**src/rtl/spp_pkg.sv**
```systemverilog
`default_nettype none
package spp_pkg;

   localparam int HISTORY_DEPTH = 4;
   localparam int MAX_PREDICTED = 3;

   localparam int POS_W  = 24;
   localparam int TIME_W = 48;
   localparam int DUR_W  = 20;
   localparam int SIZE_W = 15;
   localparam int INT_W  = 17;
   localparam int GAP_W  = 20;
   localparam int LIFE_W = 27;
   localparam int CSR_W  = 27;
   localparam int IDX_W  = 3;

   // Divider: |v| * 65536 over the screen size.
   localparam int DVD_W = 41;
   localparam int DCNT_W = 6;

   localparam logic [DUR_W-1:0]  DUR_RST  = DUR_W'(0);
   localparam logic [SIZE_W-1:0] WID_RST  = SIZE_W'(1920);
   localparam logic [SIZE_W-1:0] HGT_RST  = SIZE_W'(1080);
   localparam logic [INT_W-1:0]  INT_RST  = INT_W'(5000);
   localparam logic [GAP_W-1:0]  GAP_RST  = GAP_W'(10000);
   localparam logic [LIFE_W-1:0] LIFE_RST = LIFE_W'(0);

   // Squared normalized speed at or above this gives the full horizon.
   localparam logic [49:0] SPEED_THRESH = 50'd2814749768;
   localparam logic [31:0] SPEED_SCALE  = 32'd100000;
   localparam logic [24:0] NORM_MAX     = 25'h1000000;

   typedef enum logic [IDX_W-1:0] {
      CSR_DURATION = 3'd0,
      CSR_WIDTH    = 3'd1,
      CSR_HEIGHT   = 3'd2,
      CSR_INTERVAL = 3'd3,
      CSR_MAX_GAP  = 3'd4,
      CSR_LIFE     = 3'd5
   } csr_index_type;

   typedef enum logic [1:0] {
      CMD_ADD     = 2'd0,
      CMD_PREDICT = 2'd1,
      CMD_CLEAR   = 2'd2,
      CMD_ADVANCE = 2'd3
   } command_type;

   typedef struct packed {
      logic start;
   } div_ctl_type;

   typedef struct packed {
      logic busy;
      logic done;
   } div_stat_type;

   function automatic logic [POS_W-1:0] sat24(input logic signed [35:0] v);
      logic [POS_W-1:0] r;
      if (v > 36'sd8388607) begin
         r = 24'h7FFFFF;
      end else if (v < -36'sd8388608) begin
         r = 24'h800000;
      end else begin
         r = v[POS_W-1:0];
      end
      return r;
   endfunction

endpackage
`default_nettype wire

```
**src/rtl/spp_div.sv**
```systemverilog
`default_nettype none
// Restoring divider, one quotient bit per cycle.
module spp_div (
   input  wire logic                          clock,
   input  wire logic                          reset,
   input  wire spp_pkg::div_ctl_type          ctl,
   input  wire logic [spp_pkg::DVD_W-1:0]     dividend,
   input  wire logic [spp_pkg::SIZE_W-1:0]    divisor,
   output spp_pkg::div_stat_type              stat,
   output logic [spp_pkg::DVD_W-1:0]          quotient
);

   logic [spp_pkg::DVD_W-1:0]  dvd_ff, dvd_in;
   logic [spp_pkg::SIZE_W-1:0] rem_ff, rem_in;
   logic [spp_pkg::SIZE_W-1:0] dvs_ff, dvs_in;
   logic [spp_pkg::DCNT_W-1:0] cnt_ff, cnt_in;
   logic                       busy_ff, busy_in;
   logic                       done_ff, done_in;
   logic [spp_pkg::SIZE_W:0]   rem_sh;
   logic                       ge;

   always_comb begin
      rem_sh  = {rem_ff, dvd_ff[spp_pkg::DVD_W-1]};
      ge      = rem_sh >= {1'b0, dvs_ff};
      dvd_in  = dvd_ff;
      rem_in  = rem_ff;
      dvs_in  = dvs_ff;
      cnt_in  = cnt_ff;
      busy_in = busy_ff;
      done_in = 1'b0;
      if (ctl.start) begin
         dvd_in  = dividend;
         rem_in  = '0;
         dvs_in  = (divisor == '0) ? spp_pkg::SIZE_W'(1) : divisor;
         cnt_in  = spp_pkg::DCNT_W'(spp_pkg::DVD_W);
         busy_in = 1'b1;
      end else if (busy_ff) begin
         rem_in = ge ? spp_pkg::SIZE_W'(rem_sh - {1'b0, dvs_ff})
                     : rem_sh[spp_pkg::SIZE_W-1:0];
         dvd_in = {dvd_ff[spp_pkg::DVD_W-2:0], ge};
         cnt_in = cnt_ff - 1'b1;
         if (cnt_ff == spp_pkg::DCNT_W'(1)) begin
            busy_in = 1'b0;
            done_in = 1'b1;
         end
      end
   end

   always_ff @(posedge clock) begin
      if (reset) begin
         busy_ff <= 1'b0;
         done_ff <= 1'b0;
      end else begin
         busy_ff <= busy_in;
         done_ff <= done_in;
      end
   end

   always_ff @(posedge clock) begin
      dvd_ff <= dvd_in;
      rem_ff <= rem_in;
      dvs_ff <= dvs_in;
      cnt_ff <= cnt_in;
   end

   assign stat.busy = busy_ff;
   assign stat.done = done_ff;
   assign quotient  = dvd_ff;

endmodule
`default_nettype wire

```
**config.mk**
```make
export PLATFORM = sky130hd
export DESIGN_NAME = spp_div
export DESIGN_NICKNAME = d
export VERILOG_FILES = /design/src/rtl/spp_pkg.sv /design/src/rtl/spp_div.sv
export SDC_FILE = /design/constraint.sdc
export NUM_CORES = 1
export LEC_CHECK = 0
export ABC_CLOCK_PERIOD_IN_PS = 2400
export BUFFER_PORTS_ARGS = -buffer_cell sky130_fd_sc_hd__buf_4
export CORE_MARGIN = 5
export CORE_UTILIZATION = 48
export DETAILED_ROUTE_END_ITERATION = 8
export GPL_TIMING_DRIVEN = 0
export PLACE_DENSITY_LB_ADDON = 0.15
export SLEW_MARGIN = 0
export SYNTH_ARGS = -nofsm -noshare
export SYNTH_HDL_FRONTEND = slang
export SYNTH_SLANG_ARGS = --single-unit
```
**constraint.sdc**
```tcl
create_clock -name clock -period 2.4 [get_ports clock]
set_input_delay 0.24 -clock clock [delete_from_list [all_inputs] [get_ports clock]]
set_output_delay 0.24 -clock clock [all_outputs]
set_load 0.01 [all_outputs]
```
==> results.cfg, run 1 <==
[clock_tree]
cts.root.buffer_cell = clkbuf_8
cts_tree = built
cts.sinks = 79
clk_latency_ns = 0.34
htree_levels = 3
clk_path_buf_depth = 2
clkTransAtPathRegs_ns = 0.09
cts_made_buffers = 9
ctsHoldBuffers = 0

[power]
power_frac_comb_pct = 24.1
clkPwrFrac_pct = 30.4
sw_frac_of_total_pct = 28.10
switchingPower_uw = 1037
seqPwrFrac_pct = 45.5
power.leakage_uw = 0.002244
peakVddDrop_uv = 352.7
power.internal_uw = 2654
power_density_nw_per_um2 = 685.5
total_power_uw = 3691

[routing]
wire_per_inst_um = 14.98
routed_via_density = 5.182
wirelength_um = 8867
drc = 0
vias = 3068
initialDrtViolationCount = 113
postRouteAntennaNets = 0
first_pass_iters = 4

[global_route]
grt_pass1_vias = 2817
grt_pass1_wl_um = 13820
grt-ovfl-total = 0
grt_max_degree = 42
grt_antenna_before_repair = 0
grtUsageTotal_pct = 16.78

[timing]
finalHoldViolCount = 0
hold_ws_ns = 0.06374
slew_headroom_pct = 62.79
worst_pin_slew_ns = 0.5582
fmax_mhz = 430.7
setup_viol = 0
finClkSkew_ns = 0.01122
rsz0062_at_grt = true
fin_crit_sh_pct = 96.74
slew_violations = 0
min_period_ns = 2.322

[flow_run]
maxCapViolCount = 0

[synthesis]
yosys_warnings = 0
synth_cell_types = 49
yosys_most_used_dff = edfxtp_1
ys_ff_latch = 79
synth-edff-count = 56
synthCells = 364
syn-mean-instance-area_um2 = 11.22
synth_seq_area_share_pct = 52.45
syn-num-nets = 441
synth_async_sr_flop_share_pct = 0
syn-cell-area_um2 = 4084

[layout]
finalNonFillerCells = 592
fin_area_um2 = 5385
antenna_cells = 0
fin_nets = 559
area_delta_synth_final_pct = 31.86
final_common_cell = buf_4
layout-drive-gt1-share_pct = 39.43
final_cell_mix = 108 x buf_4, 56 x edfxtp_1, 40 x mux2_2

[placed_design]
placed_area_um2 = 4974
gp_congestion = 0.8926
dpl.cell_count = 570
numPortBuffers = 101
hpwl_um = 6683

[critical_path]
cp-startpoint = dvs_ff[3]
critPathArrivalTime_ns = 2.56
cp_max_fo = 6
r2r-start = dvs_ff[3]
cp-start-kind = register
path_class = register to register
crit_buf_inv = 2
cp_slowest_stage_delay_ns = 0.36
cp_num_cells = 10
cp-end-kind = register
rr_worst_depth = 10
r2r_end = rem_ff[14]
cpLargestDelayFamily = compound AO/OA/AOI/OAI gates
timing.critical_path.mode_cell = nor3_2
critPathSlowestCell = edfxtp_1
worst_ep_required_time_ns = 2.64
crit_path_cell_trace = inv_1 -> ha_2 -> o211ai_1 -> a21oi_4 -> buf_6 -> o21ba_4 -> o41a_1 -> nor3_2 -> nor3_2 -> o31a_1
endpoint = rem_ff[14]
worst-r2r-setup-slack_ns = 0.08

[floorplanning]
fp.coreArea_um2 = 8258
pin_count = 102
die_x_um = 102.2
fp.dieH_um = 102.2
fp-row-count = 33
initial_utilization_pct = 49.45
die-area_um2 = 10450

[worst_hold_path]
hold_class = input port to register

[status]
status = finished, final reports clean
==> layout make-up <==
cell class	count	area, um^2
Clock inverter	7	101.3
Sequential cell	79	2143
Clock buffer	9	123.9
Buffer	32	145.1
Fill cell	653	2873
Timing Repair Buffer	107	807.0
Multi-Input combinational cell	231	1851
Tap cell	105	131.4
Inverter	22	82.58
==> flip-flops by register name, indices dropped and copies added, names as in the netlist <==
| signal | flops |
|---|---|
| quotient | 41 |
| dvs_ff | 15 |
| busy_ff | 1 |
| cnt_ff | 6 |
| rem_ff | 15 |
| done_ff | 1 |
==> how the worst min path moves through the flow <==
| stage | from | to | slack (ns) | cells after the start |
|---|---|---|---|---|
| after floorplan | reset | busy_ff | 0.31 | 1 |
| after global placement | reset | busy_ff | 0.42 | 2 |
| after detailed placement | reset | busy_ff | 0.42 | 2 |
| after CTS | reset | busy_ff | 0.04 | 2 |
| after global routing | reset | busy_ff | 0.03 | 2 |
| final | reset | busy_ff | 0.06 | 2 |
==> synthesized netlist by cell type (2+ instances only) <==
master	n	area, um^2
a211oi_1	3	22.52
a21o_1	6	45.04
a21oi_1	11	55.05
a311oi_1	11	96.34
a31oi_1	3	18.77
a41o_1	2	20.02
buf_1	2	7.510
buf_2	2	10.01
buf_4	4	30.03
clkbuf_1	24	90.09
dfxtp_1	23	460.4
edfxtp_1	56	1682
ha_1	17	212.7
inv_1	22	82.58
mux2_2	40	450.4
nand2_1	27	101.4
nand2b_1	5	31.28
nand3_1	10	50.05
nand4_1	2	12.51
nor2_1	28	105.1
nor3_1	6	30.03
nor4_1	8	50.05
nor4b_1	2	17.52
o21a_1	4	30.03
o21ai_0	6	30.03
o311ai_1	2	17.52
o31a_1	2	17.52
o31ai_1	2	15.01
or4_1	4	30.03
xnor2_1	8	70.07
xor2_1	4	35.03
==> repair_timing <==
item	CTS	global route
setup buffers	2	4
endpoints found under the setup margin	57	14
resized for setup	8	22
pin swaps	6	11
==> per-stage QoR <==
stage                     TNS, ns  utilization (%)  setup slack [ns]
after floorplan                 0                -           0.06918
after global placement     -16.87            60.23           -0.3699
after detailed placement   -19.21            60.23           -0.3997
after CTS                       0            63.53          0.008208
after global routing      -0.1950            65.21          -0.04471
final                           0            65.21           0.07820
==> power groups by stage <==
| stage | combinational, uW | sequential [uW] | clock, uW |
|---|---|---|---|
| after floorplan | 476 | 1730 | 0 |
| after global placement | 797 | 1710 | 0 |
| after detailed placement | 810 | 1710 | 0 |
| after CTS | 832 | 1680 | 1140 |
| after global routing | 978 | 1700 | 1210 |
| final | 888 | 1680 | 1120 |
==> layer usage <==
metal | vias up | part of all wire [%] | global-route usage [%]
met4 | 0 | 1.2 | 4.440
met1 | 1395 | 46 | 23.54
li1 | 1554 | - | -
met5 | - | 0 | 0
met3 | 10 | 8.5 | 3.549
met2 | 109 | 45 | 26.54
==> worst reg2reg max path, cell delays in order (launching register included) <==
cell and delay (ns):
edfxtp_1 0.36, inv_1 0.07, ha_2 0.30, o211ai_1 0.27
a21oi_4 0.06, buf_6 0.13, o21ba_4 0.21, o41a_1 0.35
nor3_2 0.16, nor3_2 0.05, o31a_1 0.27
==> cells by family after synthesis <==
kind of cell | share of synthesized area (%)
XOR/XNOR | 2.574
buffers and inverters | 5.392
multiplexers | 11.03
AND/OR/NAND/NOR | 12.53
adder cells (fa/ha/maj) | 5.698
flip-flops | 52.45
AO/OA/AOI/OAI | 10.32
Power figures use the tool's default switching activity.
==> run 2: changes to the inputs <==
CORE_ASPECT_RATIO = 0.75   (was not set)
PLACE_DENSITY_LB_ADDON = 0.3   (was 0.15)
==> run 2 against run 1 <==
Cell count rose by 1.4%. Clock power grew 31%. Count of clock-buffer cells in the layout is 1 higher. Critical path depth unchanged.
==> results.cfg, run 2 (synthesis results as in run 1) <==
[critical_path]
cp_max_fo = 3
endpoint = rem_ff[14]
cp-startpoint = dvs_ff[0]
cpLargestDelayFamily = compound AO/OA/AOI/OAI gates
cp-end-kind = register
rr_worst_depth = 10
r2r-start = dvs_ff[0]
crit_buf_inv = 1
crit_path_cell_trace = ha_4 -> fa_2 -> nand2b_4 -> a21oi_4 -> buf_6 -> o21ba_2 -> o41a_1 -> o21a_1 -> nor3_2 -> o31a_1
cp-start-kind = register
critPathSlowestCell = edfxtp_1
r2r_end = rem_ff[14]
worst_ep_required_time_ns = 2.63
cp_slowest_stage_delay_ns = 0.46
worst-r2r-setup-slack_ns = 0.03
path_class = register to register
cp_num_cells = 10
critPathArrivalTime_ns = 2.60

[clock_tree]
cts.root.buffer_cell = clkbuf_16
ctsHoldBuffers = 0
htree_levels = 3
cts_tree = built
clkTransAtPathRegs_ns = 0.06
cts.sinks = 79
clk_latency_ns = 0.34
cts_made_buffers = 9
clk_path_buf_depth = 2

[power]
peakVddDrop_uv = 494.9
total_power_uw = 4100
power_density_nw_per_um2 = 739.7
power.leakage_uw = 0.002307

[floorplanning]
initial_utilization_pct = 48.72
die_x_um = 116.5
fp.dieH_um = 89.88
pin_count = 102
fp-row-count = 29
die-area_um2 = 10470
fp.coreArea_um2 = 8382

[timing]
finalHoldViolCount = 0
rsz0062_at_grt = true
worst_pin_slew_ns = 0.6961
fin_crit_sh_pct = 98.72
slew_headroom_pct = 53.59
fmax_mhz = 422.1
setup_slack_ns = 0.03070
slew_violations = 0
hold_ws_ns = 0.06380
setup_viol = 0
finClkSkew_ns = 0.007295
min_period_ns = 2.369

[layout]
final_common_cell = buf_4
antenna_cells = 0
largest_reg_flops = 41
area_delta_synth_final_pct = 35.72
fin_nets = 564
final_cell_mix = 112 x buf_4, 56 x edfxtp_1, 40 x mux2_2
layout-drive-gt1-share_pct = 40.24
fin_area_um2 = 5543

[routing]
postRouteAntennaNets = 0
wirelength_um = 10030
drc = 0
wire_per_inst_um = 16.72
first_pass_iters = 4
routed_via_density = 5.335
vias = 3201
initialDrtViolationCount = 201

[placed_design]
hpwl_um = 7102
place_ws_ns = -0.5373
numPortBuffers = 101
placed_area_um2 = 4977
gp_congestion = 0.8546

[global_route]
grt_antenna_before_repair = 0
grtUsageMet3_pct = 4.564
use_met2_pct = 30.10
grt-ovfl-total = 0
grtUsageTotal_pct = 18.92
busiest_layer = met2
grt_max_degree = 42
use_met1_pct = 25.63
grt_pass1_wl_um = 15670
grt_pass1_vias = 3198

[worst_hold_path]
hold_class = input port to register

[status]
status = finished, final reports clean

[flow_run]
maxCapViolCount = 0
[run 2: final cells by class]
cell class,instances,area (um^2)
fillers,617,2839
repair buffers,111,837.1
flip-flops and latches,79,2142
inverters,22,82.58
multi-input cells,232,1872
plain buffers,32,152.6
clock inverters,6,92.59
well taps,108,135.1
clock buffers,10,229.0
[run 2: stage by stage]
step / instances / TNS, ns / utilization (%)
final: 600 / 0 / 66.13
after global routing: 600 / -0.1481 / 66.13
after CTS: 592 / 0 / 64.11
after detailed placement: 573 / -24.95 / 59.38
after global placement: 573 / -22.59 / 59.38
after floorplan: 364 / 0 / -
[run 2: worst min-delay path by stage]
stage / startpoint / to / slack [ns] / cells after the start
after floorplan: reset / busy_ff / 0.31 / 1
after global placement: reset / busy_ff / 0.41 / 2
after detailed placement: reset / busy_ff / 0.41 / 2
after CTS: reset / busy_ff / 0.06 / 2
after global routing: reset / busy_ff / 0.06 / 2
final: reset / busy_ff / 0.06 / 2
[run 2: what timing repair did]
item                       CTS  global route
cloned                       0             1
gates resized for setup     14            20
setup buffers                3             7
setup endpoints to repair   57            56
pin swaps                   10            11
[run 2: routing by layer]
metal	vias to the layer above	share of wire [%]
li1	1577	-
met1	1504	43
met3	17	7.3
met2	103	48
met5	-	0
met4	0	1.6
[run 2: where the power goes]
| group | internal, uW | leakage (uW) | switching (uW) |
|---|---|---|---|
| clock | 918 | 0.000150 | 550 |
| sequential | 1610 | 0.000749 | 77.9 |
| combinational | 470 | 0.00141 | 473 |
| total | 3000 | 0.00231 | 1100 |
==> run 3: changes to the inputs <==
BUFFER_PORTS_ARGS = not set   (was -buffer_cell sky130_fd_sc_hd__buf_4)
CORE_UTILIZATION = 50   (was 48)
DONT_BUFFER_PORTS = 1   (was not set)
GPL_TIMING_DRIVEN = not set   (was 0)
TNS_END_PERCENT = 10   (was not set)
==> run 3 against run 2 <==
Global-route usage is 1.0 points lower. Largest power group unchanged. Cell area is 16% lower. Sequential share of layout area is 7.4 points higher. Flip-flop and latch count stayed put. Critical path depth is 1 lower.
==> results.cfg, run 3 (synthesis results as in run 1) <==
[layout]
fin_nets = 451
antenna_cells = 0
area_delta_synth_final_pct = 13.94
final_cell_mix = 56 x edfxtp_1, 40 x mux2_2, 28 x nor2_1
largest_reg_flops = 41
final_common_cell = edfxtp_1
layout-drive-gt1-share_pct = 23.48

[clock_tree]
cts.root.buffer_cell = clkbuf_8
clkTransAtPathRegs_ns = 0.08
cts_made_buffers = 9
cts_tree = built
cts.sinks = 79
clk_latency_ns = 0.35
clk_path_buf_depth = 2
htree_levels = 3

[routing]
postRouteAntennaNets = 0
drc = 0
first_pass_iters = 4
wire_per_inst_um = 18.30
initialDrtViolationCount = 167
routed_via_density = 5.820
vias = 2817
wirelength_um = 8855

[worst_hold_path]
worstHoldStart = ctl
hold_path_end = rem_ff[1]
hold_class = input port to register
min_path_cells = 1

[global_route]
grt_antenna_before_repair = 0
grt_max_degree = 54
grtUsageTotal_pct = 17.91
grt_pass1_wl_um = 13990
grt_pass1_vias = 2792
grt-ovfl-total = 0

[critical_path]
r2r_end = rem_ff[1]
worst_ep_required_time_ns = 2.65
worst-r2r-setup-slack_ns = 0.03
r2r-start = dvs_ff[13]
critPathSlowestCell = or4_1
cp-end-kind = register
rr_worst_depth = 9
cp-start-kind = register
critPathArrivalTime_ns = 2.62
cp_slowest_stage_delay_ns = 0.41
path_class = register to register
crit_path_cell_trace = inv_1 -> ha_1 -> a21o_1 -> a211o_1 -> nor3_2 -> nand3_2 -> and2_4 -> or4_1 -> o311ai_1
cp_max_fo = 6

[placed_design]
hpwl_um = 5800
numPortBuffers = 0
place_ws_ns = -0.03037
gp_congestion = 0.8347

[status]
status = finished, final reports clean

[power]
power.leakage_uw = 0.001786
power_density_nw_per_um2 = 722.5
peakVddDrop_uv = 444.8

[floorplanning]
fp.coreArea_um2 = 7918
pin_count = 102
initial_utilization_pct = 51.58
fp-row-count = 28
fp.dieH_um = 88.27
die_x_um = 114.4
die-area_um2 = 10090

[timing]
setup_viol = 0
finClkSkew_ns = 0.007975
setup_slack_ns = 0.03016
rsz0062_at_grt = true
finalHoldViolCount = 0
fmax_mhz = 422.0
fin_crit_sh_pct = 98.74
worst_pin_slew_ns = 0.5083
slew_violations = 0
slew_headroom_pct = 65.80
fin_tns_setup_ns = 0
min_period_ns = 2.370

[flow_run]
maxCapViolCount = 0
run 3: power by group:
group / internal [uW] / switching (uW) / leakage, uW / total, uW
Clock: 478 / 486 / 0.0000941 / 963
Combinational: 315 / 351 / 0.000944 / 666
Sequential: 1610 / 121 / 0.000749 / 1730
run 3: timing repair:
item,in CTS,in global routing
setup buffers,0,1
hold endpoints to repair,48,0
setup endpoints to repair,8,15
gates cloned,0,1
pin swaps,1,11
hold buffers,18,0
resized for setup,1,21
run 3: how the worst max path moves through the flow:
stage | start | end | slack (ns) | cells after the start
floorplan | quotient[40] | rem_ff[13] | 0.07 | 11
global placement | quotient[40] | rem_ff[11] | 0.03 | 10
detailed placement | quotient[40] | rem_ff[4] | -0.03 | 10
CTS | dvs_ff[13] | rem_ff[1] | 0.01 | 9
global route | dvs_ff[13] | rem_ff[1] | -0.08 | 9
finish | dvs_ff[13] | rem_ff[1] | 0.03 | 9
run 3: metrics by stage:
stage / utilization (%) / cells / power, uW / instance area (um^2) / hold slack, ns
CTS: 57.52 / 482 / 3335 / 4554 / 0.007429
detailed placement: 52.70 / 448 / 2335 / 4173 / 0.3185
finish: 58.77 / 484 / 3362 / 4653 / 0.06052
floorplan: - / 364 / 2209 / 4084 / 0.3124
global placement: 52.70 / 448 / 2320 / 4173 / 0.3142
global route: 58.77 / 484 / 3553 / 4653 / 0.01708
run 3: critical path: cells and delay by family, from the launching register on:
| family | cells | cell delay, ns |
|---|---|---|
| AND/OR/NAND/NOR | 4 | 0.97 |
| AO/OA/AOI/OAI | 3 | 0.64 |
| flip-flops | 1 | 0.37 |
| adder cells (fa/ha/maj) | 1 | 0.23 |
| buffers and inverters | 1 | 0.06 |
run 3: layout make-up:
| cell class | count | area [um^2] |
|---|---|---|
| fill | 665 | 3264 |
| sequential | 79 | 2142 |
| multi-input combinational | 232 | 1817 |
| timing repair buffer | 30 | 292.8 |
| tap | 105 | 131.4 |
| clock buffer | 10 | 127.6 |
| inverter | 22 | 82.58 |
| clock inverter | 6 | 60.06 |
run 3: routing by layer:
layer  global-route usage, %  wire length (um)
met1                   23.97              3868
met4                   5.178                64
met2                   28.96              4385
met3                   4.853               536
met5                       0                 0
